$ cat config.mk
export PLATFORM = sky130hd
export DESIGN_NAME = websocket_frame_receiver
export DESIGN_NICKNAME = d
export VERILOG_FILES = /design/src/rtl/wsr_pkg.sv /design/src/rtl/websocket_frame_receiver.sv /design/src/rtl/wsr_front.sv /design/src/rtl/wsr_fifo.sv /design/src/rtl/wsr_back.sv
export SDC_FILE = /design/constraint.sdc
export NUM_CORES = 1
export LEC_CHECK = 0
export BUFFER_PORTS_ARGS = -buffer_cell sky130_fd_sc_hd__buf_2
export CORE_MARGIN = 4
export CORE_UTILIZATION = 25
export DETAILED_ROUTE_END_ITERATION = 7
export GPL_TIMING_DRIVEN = 0
export PLACE_DENSITY_LB_ADDON = 0.1
export SYNTH_ARGS = -nofsm -noshare
export SYNTH_HDL_FRONTEND = slang
export SYNTH_SLANG_ARGS = --single-unit
$ cat constraint.sdc
create_clock -name clk -period 9.8 [get_ports clk]
set_input_delay 0.49 -clock clk [delete_from_list [all_inputs] [get_ports clk]]
set_output_delay 0.49 -clock clk [all_outputs]
set_load 0.03 [all_outputs]
$ cat src/rtl/wsr_pkg.sv
// shared types, codes and widths of the websocket frame receiver
// no dependencies
`timescale 1ns / 1ps

package wsr_pkg;

  localparam int BYTE_W     = 8;
  localparam int OPC_W      = 4;
  localparam int ERR_W      = 3;
  localparam int LEN_W      = 64;
  localparam int KEY_W      = 32;
  localparam int MAXLEN_W   = 32;
  localparam int POL_W      = 2;
  localparam int FBL_W      = 4;
  localparam int MPH_W      = 2;
  localparam int CFG_IDX_W  = 2;
  localparam int OUT_DATA_W = 16;
  localparam int OUT_USER_W = 2;
  localparam int QDEPTH     = 2;
  localparam int QPTR_W     = $clog2(QDEPTH);
  localparam int QCNT_W     = $clog2(QDEPTH + 1);

  typedef enum logic [2:0] {
    PH_HEADER  = 3'd0,
    PH_LEN     = 3'd1,
    PH_EXT     = 3'd2,
    PH_MASK    = 3'd3,
    PH_PAYLOAD = 3'd4
  } wsr_phase_t;

  localparam logic [ERR_W-1:0] ERR_RESERVED     = 3'd0;
  localparam logic [ERR_W-1:0] ERR_CONTINUATION = 3'd1;
  localparam logic [ERR_W-1:0] ERR_FRAG_CONTROL = 3'd2;
  localparam logic [ERR_W-1:0] ERR_MASK_POLICY  = 3'd3;
  localparam logic [ERR_W-1:0] ERR_TOO_LONG     = 3'd4;
  localparam logic [ERR_W-1:0] ERR_OPCODE       = 3'd5;

  localparam logic [POL_W-1:0] POL_REQUIRE = 2'd1;
  localparam logic [POL_W-1:0] POL_FORBID  = 2'd2;

  localparam logic [CFG_IDX_W-1:0] REG_MASK_POLICY = 2'd0;
  localparam logic [CFG_IDX_W-1:0] REG_MAX_LEN     = 2'd1;

  localparam logic [MAXLEN_W-1:0] MAXLEN_RESET = 32'd1048576;

  localparam logic [OPC_W-1:0] OP_CONT       = 4'd0;
  localparam logic [OPC_W-1:0] OP_FIRST_RSVD = 4'd3;
  localparam logic [OPC_W-1:0] OP_LAST_RSVD  = 4'd7;
  localparam logic [OPC_W-1:0] OP_CTRL_RSVD  = 4'd11;

  localparam logic [6:0] LEN7_EXT16 = 7'd126;
  localparam logic [6:0] LEN7_EXT64 = 7'd127;

  localparam logic [FBL_W-1:0] EXT16_BYTES = 4'd2;
  localparam logic [FBL_W-1:0] EXT64_BYTES = 4'd8;
  localparam logic [FBL_W-1:0] KEY_BYTES   = 4'd4;

  typedef struct packed {
    logic [BYTE_W-1:0] data;
    logic [BYTE_W-1:0] key;
    logic              byte_valid;
    logic [OPC_W-1:0]  opcode;
    logic              is_control;
    logic              message_end;
    logic              error_valid;
    logic [ERR_W-1:0]  error_code;
  } wsr_result_t;

endpackage

$ cat src/rtl/websocket_frame_receiver.sv
// top level of the websocket frame receiver: parser, result queue and output stage
// depends on wsr_pkg, wsr_front, wsr_fifo, wsr_back
`timescale 1ns / 1ps
//
//  channel | direction | payload
//  in_     | slave     | tdata[7:0] rx_byte
//  out_    | master    | tdata, tuser, tlast (one result beat)
//  cfg_    | slave     | cfg_index, cfg_data (register write)
//
//  one input byte per cycle; the parser updates its state in the cycle it takes a byte
//  a result beat reaches out_ through a queue write, then the output register
//  in_tready drops only while the two-entry queue is full; cfg_ready is always high
//  synchronous active-low reset, no clearing pass; after a protocol error bytes are
//  taken and dropped until reset

module websocket_frame_receiver (
  input  logic                              clk,
  input  logic                              rst_n,
  input  logic                              in_tvalid,
  output logic                              in_tready,
  input  logic [wsr_pkg::BYTE_W-1:0]        in_tdata,   // [7:0] rx_byte
  output logic                              out_tvalid,
  input  logic                              out_tready,
  // [7:0] payload_byte, [8] byte_valid, [12:9] message_opcode, [15:13] error_code
  output logic [wsr_pkg::OUT_DATA_W-1:0]    out_tdata,
  output logic [wsr_pkg::OUT_USER_W-1:0]    out_tuser,  // [0] is_control, [1] error_valid
  output logic                              out_tlast,  // message_end
  input  logic                              cfg_valid,
  output logic                              cfg_ready,
  input  logic [wsr_pkg::CFG_IDX_W-1:0]     cfg_index,
  input  logic [wsr_pkg::MAXLEN_W-1:0]      cfg_data
);
  import wsr_pkg::*;

  logic        res_valid;
  wsr_result_t res;
  logic        q_full, q_not_empty, q_pop;
  wsr_result_t q_head;

  assign in_tready = !q_full;
  assign cfg_ready = 1'b1;

  wsr_front u_front (
    .clk       (clk),
    .rst_n     (rst_n),
    .byte_fire (in_tvalid && in_tready),
    .rx_byte   (in_tdata),
    .cfg_fire  (cfg_valid && cfg_ready),
    .cfg_index (cfg_index),
    .cfg_data  (cfg_data),
    .res_valid (res_valid),
    .res       (res)
  );

  wsr_fifo u_fifo (
    .clk       (clk),
    .rst_n     (rst_n),
    .push      (res_valid),
    .push_data (res),
    .pop       (q_pop),
    .full      (q_full),
    .not_empty (q_not_empty),
    .head      (q_head)
  );

  wsr_back u_back (
    .clk         (clk),
    .rst_n       (rst_n),
    .q_not_empty (q_not_empty),
    .q_head      (q_head),
    .q_pop       (q_pop),
    .out_tvalid  (out_tvalid),
    .out_tready  (out_tready),
    .out_tdata   (out_tdata),
    .out_tuser   (out_tuser),
    .out_tlast   (out_tlast)
  );

endmodule

$ cat src/rtl/wsr_front.sv
// frame parser: takes one byte per beat, tracks the frame header and checks the protocol
// depends on wsr_pkg; produces one wsr_result_t per result-bearing byte
`timescale 1ns / 1ps

module wsr_front (
  input  logic                               clk,
  input  logic                               rst_n,
  input  logic                               byte_fire,
  input  logic [wsr_pkg::BYTE_W-1:0]         rx_byte,
  input  logic                               cfg_fire,
  input  logic [wsr_pkg::CFG_IDX_W-1:0]      cfg_index,
  input  logic [wsr_pkg::MAXLEN_W-1:0]       cfg_data,
  output logic                               res_valid,
  output wsr_pkg::wsr_result_t               res
);
  import wsr_pkg::*;

  wsr_phase_t              phase_r, phase_nxt;
  logic [FBL_W-1:0]        fbl_r, fbl_nxt;
  logic [LEN_W-1:0]        frame_length_r, frame_length_nxt;
  logic [LEN_W-1:0]        message_total_r, message_total_nxt;
  logic [KEY_W-1:0]        mask_key_r, mask_key_nxt;
  logic [MPH_W-1:0]        mask_phase_r, mask_phase_nxt;
  logic                    frame_masked_r, frame_masked_nxt;
  logic                    frame_final_r, frame_final_nxt;
  logic                    expect_first_r, expect_first_nxt;
  logic [OPC_W-1:0]        data_opcode_r, data_opcode_nxt;
  logic [OPC_W-1:0]        control_opcode_r, control_opcode_nxt;
  logic                    in_control_r, in_control_nxt;
  logic                    dead_r, dead_nxt;
  logic [POL_W-1:0]        mask_policy_r;
  logic [MAXLEN_W-1:0]     max_len_r;

  logic                    fire;
  logic                    is_hdr, is_len, is_ext, is_mask, is_pay;
  logic [OPC_W-1:0]        hdr_op;
  logic                    hdr_fin, hdr_ctl, hdr_err;
  logic [ERR_W-1:0]        hdr_code;
  logic [6:0]              len7;
  logic                    len_short, pol_err;
  logic                    len_done, key_done, cur_masked, go_mask, enter;
  logic [LEN_W-1:0]        new_len, ent_len, ent_total, total_upd;
  logic [LEN_W:0]          total_sum;
  logic                    too_long, ent_empty, last_frame, pay_end;
  logic                    err;
  logic [ERR_W-1:0]        err_code;
  logic [OPC_W-1:0]        cur_opcode;
  logic [BYTE_W-1:0]       key_byte;

  assign fire    = byte_fire && !dead_r;
  assign is_len  = (phase_r == PH_LEN);
  assign is_ext  = (phase_r == PH_EXT);
  assign is_mask = (phase_r == PH_MASK);
  assign is_pay  = (phase_r == PH_PAYLOAD);
  assign is_hdr  = !(is_len || is_ext || is_mask || is_pay);

  // header byte checks in priority order
  assign hdr_op  = rx_byte[OPC_W-1:0];
  assign hdr_fin = rx_byte[7];
  assign hdr_ctl = hdr_op[3];
  always_comb begin
    hdr_err  = 1'b1;
    hdr_code = ERR_RESERVED;
    if (rx_byte[6:4] != 3'd0) begin
      hdr_code = ERR_RESERVED;
    end else if (expect_first_r && hdr_op == OP_CONT) begin
      hdr_code = ERR_CONTINUATION;
    end else if (!expect_first_r && !hdr_ctl && hdr_op != OP_CONT) begin
      hdr_code = ERR_CONTINUATION;
    end else if ((hdr_op >= OP_FIRST_RSVD && hdr_op <= OP_LAST_RSVD) ||
                 hdr_op >= OP_CTRL_RSVD) begin
      hdr_code = ERR_OPCODE;
    end else if (hdr_ctl && !hdr_fin) begin
      hdr_code = ERR_FRAG_CONTROL;
    end else begin
      hdr_err = 1'b0;
    end
  end

  // length byte
  assign len7      = rx_byte[6:0];
  assign len_short = (len7 != LEN7_EXT16) && (len7 != LEN7_EXT64);
  assign pol_err   = (mask_policy_r == POL_REQUIRE && !rx_byte[7]) ||
                     (mask_policy_r == POL_FORBID && rx_byte[7]);

  assign new_len    = is_len ? {{(LEN_W-7){1'b0}}, len7}
                             : {frame_length_r[LEN_W-BYTE_W-1:0], rx_byte};
  assign len_done   = (is_len && !pol_err && len_short) ||
                      (is_ext && fbl_r == FBL_W'(1));
  assign key_done   = is_mask && fbl_r == FBL_W'(1);
  assign cur_masked = is_len ? rx_byte[7] : frame_masked_r;
  assign go_mask    = len_done && cur_masked;
  assign enter      = (len_done && !cur_masked) || key_done;

  // running message total, saturating
  assign total_sum = {1'b0, message_total_r} + {1'b0, new_len};
  always_comb begin
    if (in_control_r) begin
      total_upd = message_total_r;
    end else if (expect_first_r) begin
      total_upd = new_len;
    end else if (total_sum[LEN_W]) begin
      total_upd = '1;
    end else begin
      total_upd = total_sum[LEN_W-1:0];
    end
  end

  assign ent_len    = is_mask ? frame_length_r : new_len;
  assign ent_total  = in_control_r ? ent_len : (is_mask ? message_total_r : total_upd);
  assign too_long   = (|ent_total[LEN_W-1:MAXLEN_W]) || (ent_total[MAXLEN_W-1:0] >= max_len_r);
  assign ent_empty  = (ent_len == '0);
  assign last_frame = in_control_r || frame_final_r;
  assign pay_end    = (frame_length_r == LEN_W'(1));
  assign cur_opcode = in_control_r ? control_opcode_r : data_opcode_r;

  always_comb begin
    case (mask_phase_r)
      2'd0:    key_byte = mask_key_r[31:24];
      2'd1:    key_byte = mask_key_r[23:16];
      2'd2:    key_byte = mask_key_r[15:8];
      default: key_byte = mask_key_r[7:0];
    endcase
  end

  always_comb begin
    err      = 1'b0;
    err_code = ERR_RESERVED;
    if (is_hdr && hdr_err) begin
      err      = 1'b1;
      err_code = hdr_code;
    end else if (is_len && pol_err) begin
      err      = 1'b1;
      err_code = ERR_MASK_POLICY;
    end else if (enter && too_long) begin
      err      = 1'b1;
      err_code = ERR_TOO_LONG;
    end
  end

  // next phase
  always_comb begin
    phase_nxt = phase_r;
    if (fire && !err) begin
      if (go_mask) begin
        phase_nxt = PH_MASK;
      end else if (enter) begin
        phase_nxt = ent_empty ? PH_HEADER : PH_PAYLOAD;
      end else begin
        case (phase_r)
          PH_LEN:     phase_nxt = PH_EXT;
          PH_EXT:     phase_nxt = PH_EXT;
          PH_MASK:    phase_nxt = PH_MASK;
          PH_PAYLOAD: phase_nxt = pay_end ? PH_HEADER : PH_PAYLOAD;
          default:    phase_nxt = PH_LEN;
        endcase
      end
    end
  end

  // datapath and result
  always_comb begin
    fbl_nxt            = fbl_r;
    frame_length_nxt   = frame_length_r;
    message_total_nxt  = message_total_r;
    mask_key_nxt       = mask_key_r;
    mask_phase_nxt     = mask_phase_r;
    frame_masked_nxt   = frame_masked_r;
    frame_final_nxt    = frame_final_r;
    expect_first_nxt   = expect_first_r;
    data_opcode_nxt    = data_opcode_r;
    control_opcode_nxt = control_opcode_r;
    in_control_nxt     = in_control_r;
    dead_nxt           = dead_r;
    res_valid          = 1'b0;
    res                = '0;
    if (fire) begin
      if (err) begin
        dead_nxt        = 1'b1;
        res_valid       = 1'b1;
        res.error_valid = 1'b1;
        res.error_code  = err_code;
      end else begin
        case (phase_r)
          PH_LEN: begin
            frame_masked_nxt = rx_byte[7];
            frame_length_nxt = len_short ? new_len : '0;
            fbl_nxt          = (len7 == LEN7_EXT16) ? EXT16_BYTES : EXT64_BYTES;
          end
          PH_EXT: begin
            frame_length_nxt = new_len;
            fbl_nxt          = fbl_r - FBL_W'(1);
          end
          PH_MASK: begin
            mask_key_nxt = {mask_key_r[KEY_W-BYTE_W-1:0], rx_byte};
            fbl_nxt      = fbl_r - FBL_W'(1);
          end
          PH_PAYLOAD: begin
            mask_phase_nxt   = mask_phase_r + MPH_W'(1);
            frame_length_nxt = frame_length_r - LEN_W'(1);
            if (pay_end && !in_control_r) begin
              expect_first_nxt = frame_final_r;
            end
            res_valid       = 1'b1;
            res.data        = rx_byte;
            res.key         = frame_masked_r ? key_byte : '0;
            res.byte_valid  = 1'b1;
            res.opcode      = cur_opcode;
            res.is_control  = in_control_r;
            res.message_end = pay_end && last_frame;
          end
          default: begin
            in_control_nxt  = hdr_ctl;
            frame_final_nxt = hdr_fin;
            if (hdr_ctl) begin
              control_opcode_nxt = hdr_op;
            end else if (hdr_op != OP_CONT) begin
              data_opcode_nxt = hdr_op;
            end
          end
        endcase
        if (len_done) begin
          message_total_nxt = total_upd;
        end
        if (go_mask) begin
          mask_key_nxt = '0;
          fbl_nxt      = KEY_BYTES;
        end
        if (enter) begin
          mask_phase_nxt = '0;
          if (ent_empty) begin
            if (!in_control_r) begin
              expect_first_nxt = frame_final_r;
            end
            if (last_frame) begin
              res_valid       = 1'b1;
              res.opcode      = cur_opcode;
              res.is_control  = in_control_r;
              res.message_end = 1'b1;
            end
          end
        end
      end
    end
  end

  always_ff @(posedge clk) begin
    if (!rst_n) begin
      phase_r          <= PH_HEADER;
      fbl_r            <= '0;
      frame_length_r   <= '0;
      message_total_r  <= '0;
      mask_key_r       <= '0;
      mask_phase_r     <= '0;
      frame_masked_r   <= 1'b0;
      frame_final_r    <= 1'b0;
      expect_first_r   <= 1'b1;
      data_opcode_r    <= '0;
      control_opcode_r <= '0;
      in_control_r     <= 1'b0;
      dead_r           <= 1'b0;
    end else begin
      phase_r          <= phase_nxt;
      fbl_r            <= fbl_nxt;
      frame_length_r   <= frame_length_nxt;
      message_total_r  <= message_total_nxt;
      mask_key_r       <= mask_key_nxt;
      mask_phase_r     <= mask_phase_nxt;
      frame_masked_r   <= frame_masked_nxt;
      frame_final_r    <= frame_final_nxt;
      expect_first_r   <= expect_first_nxt;
      data_opcode_r    <= data_opcode_nxt;
      control_opcode_r <= control_opcode_nxt;
      in_control_r     <= in_control_nxt;
      dead_r           <= dead_nxt;
    end
  end

  // configuration registers
  always_ff @(posedge clk) begin
    if (!rst_n) begin
      mask_policy_r <= '0;
      max_len_r     <= MAXLEN_RESET;
    end else if (cfg_fire) begin
      if (cfg_index == REG_MASK_POLICY) begin
        mask_policy_r <= cfg_data[POL_W-1:0];
      end else if (cfg_index == REG_MAX_LEN) begin
        max_len_r <= cfg_data;
      end
    end
  end

endmodule

$ cat src/rtl/wsr_fifo.sv
// short result queue between parser and output stage
// depends on wsr_pkg for depth and entry type
`timescale 1ns / 1ps

module wsr_fifo (
  input  logic                 clk,
  input  logic                 rst_n,
  input  logic                 push,
  input  wsr_pkg::wsr_result_t push_data,
  input  logic                 pop,
  output logic                 full,
  output logic                 not_empty,
  output wsr_pkg::wsr_result_t head
);
  import wsr_pkg::*;

  wsr_result_t       mem [QDEPTH];
  logic [QPTR_W-1:0] wr_ptr_r, wr_ptr_nxt;
  logic [QPTR_W-1:0] rd_ptr_r, rd_ptr_nxt;
  logic [QCNT_W-1:0] count_r, count_nxt;
  logic              do_push, do_pop;

  assign full      = (count_r == QCNT_W'(QDEPTH));
  assign not_empty = (count_r != '0);
  assign head      = mem[rd_ptr_r];
  assign do_push   = push && !full;
  assign do_pop    = pop && not_empty;

  always_comb begin
    wr_ptr_nxt = wr_ptr_r;
    rd_ptr_nxt = rd_ptr_r;
    count_nxt  = count_r;
    if (do_push) begin
      wr_ptr_nxt = (wr_ptr_r == QPTR_W'(QDEPTH - 1)) ? '0 : wr_ptr_r + QPTR_W'(1);
    end
    if (do_pop) begin
      rd_ptr_nxt = (rd_ptr_r == QPTR_W'(QDEPTH - 1)) ? '0 : rd_ptr_r + QPTR_W'(1);
    end
    if (do_push && !do_pop) begin
      count_nxt = count_r + QCNT_W'(1);
    end else if (do_pop && !do_push) begin
      count_nxt = count_r - QCNT_W'(1);
    end
  end

  always_ff @(posedge clk) begin
    if (do_push) begin
      mem[wr_ptr_r] <= push_data;
    end
  end

  always_ff @(posedge clk) begin
    if (!rst_n) begin
      wr_ptr_r <= '0;
      rd_ptr_r <= '0;
      count_r  <= '0;
    end else begin
      wr_ptr_r <= wr_ptr_nxt;
      rd_ptr_r <= rd_ptr_nxt;
      count_r  <= count_nxt;
    end
  end

endmodule

$ cat src/rtl/wsr_back.sv
// output stage: unmasks queued bytes and holds the result beat until taken
// depends on wsr_pkg
`timescale 1ns / 1ps

module wsr_back (
  input  logic                              clk,
  input  logic                              rst_n,
  input  logic                              q_not_empty,
  input  wsr_pkg::wsr_result_t              q_head,
  output logic                              q_pop,
  output logic                              out_tvalid,
  input  logic                              out_tready,
  output logic [wsr_pkg::OUT_DATA_W-1:0]    out_tdata,
  output logic [wsr_pkg::OUT_USER_W-1:0]    out_tuser,
  output logic                              out_tlast
);
  import wsr_pkg::*;

  logic              valid_r;
  logic [BYTE_W-1:0] payload_r;
  logic              byte_valid_r;
  logic [OPC_W-1:0]  opcode_r;
  logic              is_control_r;
  logic              message_end_r;
  logic              error_valid_r;
  logic [ERR_W-1:0]  error_code_r;

  assign q_pop = q_not_empty && (!valid_r || out_tready);

  always_ff @(posedge clk) begin
    if (!rst_n) begin
      valid_r <= 1'b0;
    end else if (q_pop) begin
      valid_r <= 1'b1;
    end else if (out_tready) begin
      valid_r <= 1'b0;
    end
  end

  always_ff @(posedge clk) begin
    if (q_pop) begin
      payload_r     <= q_head.data ^ q_head.key;
      byte_valid_r  <= q_head.byte_valid;
      opcode_r      <= q_head.opcode;
      is_control_r  <= q_head.is_control;
      message_end_r <= q_head.message_end;
      error_valid_r <= q_head.error_valid;
      error_code_r  <= q_head.error_code;
    end
  end

  assign out_tvalid = valid_r;
  assign out_tdata  = {error_code_r, opcode_r, byte_valid_r, payload_r};
  assign out_tuser  = {error_valid_r, is_control_r};
  assign out_tlast  = message_end_r;

endmodule

==> results of run 1 <==
-- through the flow --
stage | setup slack (ns) | TNS (ns)
floorplan | 1.29 | 0
global placement | -4.76 | -963.81
detailed placement | -4.27 | -922.03
CTS | 0.00216 | 0
global route | 0.0358 | 0
finish | 0.377 | 0
-- repair_timing --
action                                  4_1_cts  5_1_grt
resized for setup                            72       14
hold buffers                                  0        0
endpoints found under the setup margin      261      245
pin swaps                                     4        1
setup buffers                                 4        4
-- cell type report --
cell class	instances	area, sq um
flip-flops and latches	294	6620
fillers	9453	61700
plain buffers	219	960
well taps	1155	1450
clock inverters	16	190
inverters	112	420
clock buffers	54	1080
diodes	2	5.00
repair buffers	75	418
multi-input cells	2224	14300
-- Yosys cell counts, drive strengths merged, types with 34 or more instances --
cell	instances	area [sq um]
nand2	431	1620
a21oi	222	1110
dfxtp	221	4420
clkbuf	182	683
nor2	169	644
o21ai	157	786
inv	109	409
nand3	103	515
ha	100	1250
nor3	97	485
mux2i	93	931
edfxtp	73	2190
a21o	57	428
and3	47	294
nand4	46	288
buf	45	253
xnor2	45	394
and2	42	263
nor4	39	256
o22ai	39	244
xor2	34	298
-- path summary, 6_finish.rpt --
path	endpoint	slack, ns	depth (start not counted)
worst max-delay path	u_fifo.count_r[1]	0.38	40
worst min-delay path	u_front.max_len_r[5]	0.15	3
worst max register to register	u_fifo.count_r[1]	0.38	40
worst min register to register	u_front.control_opcode_r[3]	0.46	2
-- flip-flops by register name, indices dropped and copies added, names as in the netlist, 4 cells and up, named ones only --
register	count
u_back.opcode_r	4
u_back.payload_r	8
u_fifo.mem	54
u_front.fbl_r	4
u_front.control_opcode_r	4
u_front.message_total_r	64
u_front.max_len_r	32
u_front.mask_key_r	32
u_front.frame_length_r	64
-- kinds of logic after synthesis --
logic type | count (synthesis) | synth area share
mux | 113 | 0.0560
other cells | 1 | 0.000170
flops | 294 | 0.300
fa+ha+maj | 103 | 0.0585
compound gates | 843 | 0.258
simple gates | 1085 | 0.234
xor+xnor | 79 | 0.0314
buf+inv | 339 | 0.0615
-- where the power goes --
part	total (mW)	leakage [nW]	switching, mW	internal, mW
sequential	1.38	2.48	0.0278	1.35
clock	1.46	0.610	0.610	0.855
combinational	0.446	6.61	0.310	0.135
total	3.29	9.70	0.948	2.34
-- worst max-delay path: cells and delay by family (launching register included) --
kind	cells	cell delay, ns
AOI/OAI and AO/OA	18	3.97
buffers and inverters	9	2.03
and+or+nand+nor	8	1.31
adders and majority gates	3	0.80
muxes	1	0.53
DFF	1	0.47
xor gates and xnor gates	1	0.14
-- layout by cell type (no fill, tap or decap), drive strengths merged, types with 39 or more instances in the layout --
cell type	Yosys	routed
o22ai	39	39
nand3	103	103
nand4	46	46
edfxtp	73	73
nor3	97	97
xnor2	45	45
o21ai	157	157
dfxtp	221	221
ha	100	100
and2	42	42
mux2i	93	93
buf	45	120
clkbuf	182	228
a21oi	222	222
nor4	39	39
and3	47	47
nand2	431	431
inv	109	109
nor2	169	169
a21o	57	57
-- layer usage --
metal,vias up,share of wire,routed length [um],track usage
met5,-,0,0,0
met3,188,0.084,9490,0.0496
met4,0,0.030,3420,0.0635
li1,10800,-,-,-
met1,11800,0.45,50900,0.325
met2,1154,0.43,48900,0.357
==> results.md, run 1 <==
Status:
- The run finished with clean final reports.

Worst setup path:
- The origin of the worst setup path is u_front.phase_r[2].
- The arrival time at the worst endpoint is 9.91 ns.
- The cell that appears most often on the critical path is sky130_fd_sc_hd__a21o_1.
- Data on the critical path is required at its endpoint by 10.29 ns.
- By startpoint and endpoint, the worst setup path is classified as register to register.
- The startpoint class of the critical path is a register.
- In this run the critical register-to-register path is launched from u_front.phase_r[2].
- The largest individual stage delay along the critical path comes from the cell sky130_fd_sc_hd__mux4_2.
- Along the worst path, the maximum fanout reaches 28.
- On the worst path, the slowest cell contributes a delay of about 0.53 ns.
- The type of element capturing the critical path is a register.

Pwr:
- The peak supply drop is roughly 0.00012 V.
- For this design the static power due to leakage is around 9.7 nW.
- For this design the ratio of total power to cell area is about 130 nW/um^2.
- Total power for the finished layout comes to ~3.3 mW.

Die:
- The total I/O pin count is roughly 70.
- The x dimension of the die is approximately 310 um.
- In this run the vertical extent of the chip is just over 300 um.
- For this configuration, the core starts out at a cell density of 0.253.
- In this run the standard cell core region covers roughly 87,000 sq um.
- The floorplan row count is 108.
- The die footprint is just over 90,000 sq um.

Timing:
- Measured against its own limit, the worst slew margin works out to 0.150.
- The final hold violation count came to 0.
- The highest clock rate is approximately 110 MHz.
- The number of endpoints failing setup at the final stage is 0.
- At the pin with the least slew margin, the transition time is ~1.3 ns.
- The max-slew violation total from the final report is 0.
- The clock period could shrink to roughly 9.4 ns.
- The clock skew is around 0.024 ns.
- Dividing the final minimum period by the clock period gives 0.962.
- Setup repair after global routing left no endpoint under its margin.
- The worst hold slack after final layout is 0.153 ns.

Route:
- The remaining antenna violation count after routing is 0.
- Across all layers, the routed design uses around 24,000 vias.
- The wire length per cell after detailed routing is 27.1 um.
- The first routing iteration left ~2,700 violations.
- The number of iterations in the first detailed-routing pass is 6.
- The total DRC errors in the routed layout is 0.
- In the routed layout, each cell is associated on average with a via count of ~5.8.
- The wire length after detailed routing is ~110 mm.

Synthesis:
- In the synthesized netlist, the number of instances is around 2,900.
- Each instance of the synthesized netlist takes up on average roughly 7.7 sq um.
- Counting flops and latches in the post-synthesis netlist gives about 290.
- The net count of the mapped netlist is around 3,000.
- The cell area after synthesis is between 20,000 and 25,000 sq um.
- The share of the yosys chip area belonging to registers is 0.300.
- The count of cell types in the netlist is slightly below 100.
- The dominant synthesized flop cell is sky130_fd_sc_hd__dfxtp_1.
- The proportion of register bits with asynchronous set or reset after synthesis is 0.
- For this run, the number of Yosys warnings is 0.
- The number of enable flip-flop cells after synthesis is 73.

Finish:
- The final layout contains roughly 3,100 nets.
- From synthesis to final layout, the design area changed by 15.5%.
- The share of cells above drive strength 1 is 0.0922.
- Once layout is done, the placed cells without fillers occupy 25,500 sq um.
- The final core area utilization is 0.292.
- The number of standard cells in the layout, taps in and fillers out is ~4,200.

Clocking:
- After clock tree synthesis, the clock-pin slew on the worst setup and hold paths is 0.06 ns.
- CTS saw 294 sinks.
- The number of buffers on the longest clock path is 3.
- The clock latency on the worst-skew pair is 0.58 ns.
- The root buffer cell chosen for the clock tree is sky130_fd_sc_hd__clkbuf_16.
- The H-tree generated during clock tree synthesis spans 2 levels.
- The clock tree from TritonCTS is done.
- The number of clock buffers inserted by TritonCTS is 38.

Global route:
- The initial antenna violation count came to 3.
- The sum of overflow across all layers after global routing is 0.
- For this run, the total global-route usage over all layers was measured as 0.231.
- Entering global routing, the biggest net connects 28 pins.
- The number of global-route vias before repair is between 20,000 and 25,000.
- The wire length of the first global-routing pass is about 160 mm.

Worst hold path:
- The beginning of the worst hold path is cfg_data[5].
- The path class of the tightest hold or removal check is primary input to register.

Place:
- The placed instances occupy a cell area of between 20,000 and 25,000 sq um.
- Routability-driven placement finished with a final weighted congestion of 0.932.
- The detailed-placement wirelength estimate is between 80 and 90 mm.
- The count of input and output buffers is 66.
- The number of placed instances, taps included, is between 4,000 and 5,000.

Flow run:
- The max capacitance violation total is 0.
(Power assumes the default switching activity.)
==> run 2: changes to the inputs <==
--- a/config.mk
+++ b/config.mk
@@ -11,6 +11,7 @@
 export DETAILED_ROUTE_END_ITERATION = 7
 export GPL_TIMING_DRIVEN = 0
 export PLACE_DENSITY_LB_ADDON = 0.1
+export REMOVE_ABC_BUFFERS = 1
 export SYNTH_ARGS = -nofsm -noshare
 export SYNTH_HDL_FRONTEND = slang
 export SYNTH_SLANG_ARGS = --single-unit
==> results.md, run 2 (synthesized netlist as in run 1, its figures left out) <==
Place:
- The cell count after placement is around 3,900.
- Summed over all nets, the half-perimeter wirelength after detailed placement is 70.7 mm.
- The congestion estimate from routability-driven global placement came to 0.900.
- Buffers placed on the I/O ports in this run total 67.

Pwr:
- Of the total power, registers draw 0.422.
- The standby leakage power is between 9 and 10 nW.
- For this design the total switching power over the nets is ~930 uW.
- The share of total power in the clock network is 0.458.
- The power density over the cells is between 100 and 150 nW/um^2.
- Of the total power, the share spent switching nets is 0.282.
- The logic gate share of total power is 0.120.
- VDD sags by at most ~0.00011 V.
- The cell-internal power is 2.37 mW.

Finish:
- The leading cell type in the layout, fill and taps excluded is sky130_fd_sc_hd__nand2_1.
- For this run, the number of standard cells in the final layout without fillers is around 4,000.
- The synthesis-to-layout area growth is 13.8%.
- The net count reported at finish is 2,925.
- The library cells used most frequently in the layout, excluding fill and tap cells, are sky130_fd_sc_hd__nand2_1 (425), sky130_fd_sc_hd__a21oi_1 (220), sky130_fd_sc_hd__dfxtp_1 (216), sky130_fd_sc_hd__nor2_1 (163), sky130_fd_sc_hd__o21ai_0 (124).
- In the final layout, the registers with the most flip-flops are u_front.frame_length_r (64), u_front.message_total_r (64), u_fifo.mem (54).
- In the final layout, the share of cells above drive strength 1 is 0.0933.

Timing:
- Setup total negative slack on the finished layout was measured at 0 ns.
- The post-layout minimum cycle time is ~9.5 ns.
- Timing would allow up to 105 MHz.
- At the pin with the least slew margin, the transition time is about 1.4 ns.
- The clock skew is about 0.017 ns.
- The share of the clock period used by the worst path after layout is 0.969.
- The final hold violation count came to 0.
- The max-slew violation total from the final report is 0.
- The worst slew margin relative to its limit is 0.0682.
- The number of endpoints failing setup at the final stage is 0.

Die:
- The die footprint is 93,100 sq um.
- The total I/O pin count is 69.
- In this run the horizontal extent of the chip is between 300 and 400 um.
- The core box area is 87,200 sq um.
- The vertical extent of the die is 305 um.
- For this configuration, the core starts out at a cell density of 0.253.
- The floorplan row count is about 110.

Route:
- The total DRC errors in the routed layout is 0.
- In the routed layout, each cell is associated on average with a via count of approximately 5.6.
- The DRC violation total after the first TritonRoute iteration is 1,919.
- The final layout contains routed wiring with a total length of 96.4 mm.
- The final route contains around 22,000 vias.
- The first TritonRoute pass finished after 6 iterations.
- Dividing the detail-routed wire length by the instance count gives around 24 um.
- The remaining antenna violation count after routing is 0.

Clocking:
- Counting the buffers created by CTS gives 40.
- The clock latency on the worst-skew pair is roughly 0.58 ns.
- The clock tree from TritonCTS is done.
- The number of buffers on the longest clock path is 3.
- After clock tree synthesis, the clock-pin slew on the worst setup and hold paths is 0.06 ns.
- The tree is rooted in a sky130_fd_sc_hd__clkbuf_16.
- The H-tree generated during clock tree synthesis spans 2 levels.
- The TritonCTS sink count is just under 300.

Worst hold path:
- The class of the most critical hold timing path is primary input to register.

Worst setup path:
- The slowest stage of the critical path belongs to the cell sky130_fd_sc_hd__a2111oi_0.
- The worst setup path is launched from a register.
- The setup path with the least slack is of type register to register.
- In this design, the stage delay of the slowest critical-path cell is around 0.64 ns.
- For the worst setup path, the data required time is around 10 ns.
- The register-to-register path setup slack is 0.30 ns.
- The worst setup path is captured at a register.
- The library cell appearing most often on the critical path is sky130_fd_sc_hd__nor2_1.
- The largest fanout on the critical path is between 40 and 50.
- The arrival time at the worst endpoint is around 10 ns.

Global route:
- The wire length of the first global-routing pass is 142 mm.
- The largest net degree at the start of global routing is about 130.
- The initial antenna violation count is 3.
- The number of global-route vias before repair is 21,500.
- For this run, the total global-route usage over all layers was measured as 0.197.
- Summed over all layers, the global routing overflow is 0.

Status:
- The run finished with clean final reports.

Flow run:
- The max capacitance violation total is 0.
[run 2: cell types whose count changed in the layout (fill, tap and decap cells not counted), sizes merged]
| cell | previous run | this run |
|---|---|---|
| clkinvlp | 4 | 1 |
| clkinv | 12 | 11 |
| clkbuf | 228 | 58 |
| or3b | 2 | 3 |
| diode | 2 | 3 |
| inv | 109 | 112 |
| bufinv | 3 | 2 |
| buf | 120 | 104 |
[run 2: power by group through the flow]
stage / sequential [mW] / combinational (mW) / clock (mW)
final: 1.39 / 0.396 / 1.51
after global routing: 1.41 / 0.433 / 1.61
after CTS: 1.40 / 0.403 / 1.57
after detailed placement: 1.42 / 0.400 / 0
after global placement: 1.43 / 0.381 / 0
after floorplan: 1.50 / 0.156 / 0
[run 2: area by class of cell]
cell class / instances / area, sq um
repair buffers: 104 / 993
well taps: 1155 / 1450
flip-flops and latches: 294 / 6630
clock inverters: 14 / 154
clock buffers: 58 / 1180
diodes: 3 / 7.51
fillers: 9425 / 62100
inverters: 112 / 425
multi-input cells: 2225 / 14300
[run 2: per-layer routing]
| layer | global-route usage | wire length (um) |
|---|---|---|
| met1 | 0.274 | 44400 |
| met2 | 0.318 | 43400 |
| met3 | 0.0319 | 6100 |
| met4 | 0.0540 | 2410 |
| met5 | 0 | 22 |
[run 2: metrics by stage]
stage          hold WS [ns]  instance area [sq um]  utilization  setup WS [ns]  total power [mW]
6_report              0.140                  25100        0.288          0.304              3.30
4_1_cts               0.106                  25000        0.287         0.0105              3.37
3_5_place_dp          0.448                  23600        0.270          -1.82              1.82
5_1_grt               0.130                  25100        0.288        -0.0110              3.45
2_1_floorplan         0.432                  21100            -         -0.693              1.65
3_3_place_gp          0.443                  22900        0.263          -9.69              1.81
[run 2: timing repair]
action                     CTS  global route
setup endpoints to repair  261           163
gates resized for setup     13             8
hold buffers                 0             0
cloned                       0             1
setup buffers                4             9
pin swaps                    3             1
[run 2: worst max-delay path: cells and delay by family (launching register included)]
kind	cells	cell delay, ns
and+or+nand+nor	14	3.84
buffers and inverters	1	0.21
adders and majority gates	2	0.88
AOI/OAI and AO/OA	15	4.01
DFF	1	0.37
[run 2: final timing paths]
check | end | from | cells past startpoint
worst max register to register | u_front.message_total_r[37] | u_front.phase_r[1] | 32
worst max-delay path | u_front.message_total_r[37] | u_front.phase_r[1] | 32
worst min-delay path | u_front.max_len_r[22] | cfg_data[22] | 3
worst min register to register | u_front.max_len_r[15] | u_front.max_len_r[15] | 2
==> run 3: changes to the inputs <==
--- a/config.mk
+++ b/config.mk
@@ -6,6 +6,7 @@
 export NUM_CORES = 1
 export LEC_CHECK = 0
 export BUFFER_PORTS_ARGS = -buffer_cell sky130_fd_sc_hd__buf_2
+export CORE_ASPECT_RATIO = 0.9
 export CORE_MARGIN = 4
 export CORE_UTILIZATION = 25
 export DETAILED_ROUTE_END_ITERATION = 7
==> results.md, run 3 (synthesized netlist as in run 1, its figures left out) <==
Finish:
- Compared with the post-synthesis result, the final layout area differs by 13.2%.
- The top cell types in the final layout, fill and taps aside, are sky130_fd_sc_hd__nand2_1 (425), sky130_fd_sc_hd__a21oi_1 (221), sky130_fd_sc_hd__dfxtp_1 (216), sky130_fd_sc_hd__nor2_1 (163), sky130_fd_sc_hd__o21ai_0 (124).
- The number of antenna repair diodes is 0.
- The number of standard cells in the layout, taps in and fillers out is 3,957.
- The largest registers in the layout are u_front.frame_length_r (64), u_front.message_total_r (64), u_fifo.mem (54).
- Leaving out fill and tap cells, the most frequent cell in the layout is sky130_fd_sc_hd__nand2_1.
- The final core area utilization is 0.285.
- Counting the fill cells in the layout gives approximately 9,600.
- Of the cells placed in the final design, the portion with a size suffix greater than 1 is 0.0903.
- In the final design database the tool counted around 3,000 nets.

Timing:
- The max-slew violation total from the final report is 0.
- Setup violations remaining at the end of the flow were counted as 0.
- Dividing the final minimum period by the clock period gives 0.969.
- Between clock sinks in the finished design, the worst skew comes to between 0.02 and 0.025 ns.
- The worst slew margin relative to its limit is 0.0645.
- The final hold violation count was 0.
- Once routing completed, OpenROAD measured the worst setup slack at 0.304 ns.
- For the pin with the worst max-slew slack, the measured transition is 1.38 ns.
- Setup total negative slack on the finished layout was measured at 0 ns.
- Based on the critical path, the design can be clocked at up to between 100 and 150 MHz.
- The post-layout minimum cycle time is ~9.5 ns.

Place:
- At the placement stage, the worst setup path has a slack of -1.81 ns.
- Input and output buffers added on the ports amount to 67.
- Routability-driven placement finished with a final weighted congestion of just over 0.9.
- The detailed-placement wirelength estimate is ~67 mm.
- Counting tap cells, the placed design contains a total of approximately 3,900 instances.

Worst setup path:
- For this run, the slowest stage of the critical path takes between 0.5 and 0.6 ns.
- Data arrives at the worst endpoint at ~10 ns.
- The worst setup path is of the register to register kind.
- The cell family with the largest share of critical-path delay is compound AO/OA/AOI/OAI gates.
- Of all nets on the critical path, the largest fanout is 50.
- The number of buffer and inverter instances along the worst setup path is 5.
- The type of element capturing the critical path is a register.
- The library cell appearing most often on the critical path is sky130_fd_sc_hd__a21o_1.
- On the critical path, the stage with the largest delay is an instance of sky130_fd_sc_hd__mux4_2.
- STA puts the critical path data required time at just over 10 ns.
- The worst setup path is launched from a register.

Pwr:
- The peak supply drop is ~0.000096 V.
- Summing internal, switching and leakage power gives ~3.4 mW.
- The cell-internal power is 2.42 mW.
- The logic gate share of total power is 0.117.
- The share of total power dissipated in sequential elements is 0.415.
- Of the total power, the share spent switching nets is 0.278.
- Of the total power, the clock network draws 0.468.
- Power spread over the standard cell area amounts to 134 nW/um^2.
- In this run the static leakage power is between 9 and 10 nW.
- The net switching component of the power is about 930 uW.

Global route:
- The total global-route track usage is 0.191.
- The wire length of the first global-routing pass is 138 mm.
- The number of global-route vias before repair was approximately 21,000.
- The largest net degree at the start of global routing is 152.
- The initial antenna violation count is 2.
- Global routing finished with a remaining overflow of 0.

Clocking:
- No sink is reached through more buffers than the 3 on the longest clock path.
- Hold repair after CTS inserted 0 buffers.
- TritonCTS built the clock tree.
- The number of clock buffers added by TritonCTS is 40.
- The clock latency on the worst-skew pair is ~0.60 ns.
- The clock tree root driver cell is sky130_fd_sc_hd__clkbuf_16.
- The H-tree generated during clock tree synthesis spans 2 levels.
- The register clock-pin slew on the reported worst setup and hold paths is 0.06 ns.
- Counting every sink on the clock net gives 294.

Flow run:
- The max capacitance violation total is 0.

Route:
- The total vias in the final route is between 20,000 and 25,000.
- After detailed routing, the number of vias per cell comes to 5.55.
- In this run the remaining antenna-violating nets after routing total 0.
- After detailed routing, the number of remaining DRC violations is 0.
- The number of iterations in the first detailed-routing pass is 6.
- The DRC violation total after the first TritonRoute iteration is between 1,500 and 2,000.
- After detailed routing, the average wire length per cell comes to ~23 um.
- Wires add up to 92.1 mm.

Die:
- The die covers approximately 93,000 sq um.
- The initial core utilization is 0.252.
- The die is slightly below 300 um tall.
- The floorplan row count is slightly above 100.
- The x dimension of the die is 321 um.
- Pin placement for this block handled ~70 I/O pins.
- The core box area is between 80,000 and 90,000 sq um.

Status:
- The run finished with clean final reports.

Worst hold path:
- The class of the most critical hold timing path is primary input to register.
-- run 3: worst reg2reg max path, delay by kind of cell, from the launching register on --
| kind | cells | cell delay, ns |
|---|---|---|
| AO/OA/AOI/OAI | 19 | 4.72 |
| AND/OR/NAND/NOR | 7 | 2.02 |
| adder cells (fa/ha/maj) | 3 | 0.96 |
| buffers and inverters | 5 | 0.77 |
| multiplexers | 1 | 0.56 |
| flip-flops | 1 | 0.39 |
-- run 3: layer usage --
| metal | up-vias | track usage | share of wire |
|---|---|---|---|
| li1 | 10400 | - | - |
| met5 | - | 0 | 0.00029 |
| met1 | 10700 | 0.271 | 0.47 |
| met4 | 4 | 0.0611 | 0.031 |
| met2 | 743 | 0.287 | 0.43 |
| met3 | 145 | 0.0418 | 0.073 |
-- run 3: area by class of cell --
| cell class | instances | area (sq um) | area share |
|---|---|---|---|
| clock inverters | 22 | 293 | 0.0117 |
| repair buffers | 100 | 850 | 0.0340 |
| multi-input cells | 2224 | 14200 | 0.571 |
| inverters | 112 | 425 | 0.0170 |
| clock buffers | 50 | 1080 | 0.0432 |
| flip-flops and latches | 294 | 6630 | 0.266 |
| well taps | 1155 | 1450 | 0.0579 |
-- run 3: timing repair --
action / in CTS / in global routing
resized for setup: 12 / 7
gates cloned: 0 / 0
buffers inserted: 6 / 5
pin swaps: 1 / 1
endpoints found under the setup margin: 261 / 207
-- run 3: metrics by stage --
stage | instance area (sq um) | hold slack (ns)
finish | 25000 | 0.130
detailed placement | 23400 | 0.449
global placement | 22900 | 0.445
global route | 25000 | 0.114
floorplan | 21100 | 0.432
CTS | 24900 | 0.0911
-- run 3: path summary, 6_finish.rpt --
kind / end / startpoint / slack (ns) / cells past startpoint
setup reg to reg: u_fifo.count_r[1] / u_front.phase_r[1] / 0.30 / 35
hold / removal: u_front.max_len_r[7] / cfg_data[7] / 0.13 / 3
hold reg to reg: u_front.max_len_r[8] / u_front.max_len_r[8] / 0.45 / 2
setup / recovery: u_fifo.count_r[1] / u_front.phase_r[1] / 0.30 / 35
-- run 3: power groups by stage --
stage               Clock (mW)  Sequential, mW  Combinational, mW
global placement             0            1.42              0.379
floorplan                    0            1.50              0.156
finish                    1.57            1.39              0.392
CTS                       1.63            1.39              0.400
global route              1.67            1.40              0.427
detailed placement           0            1.42              0.397
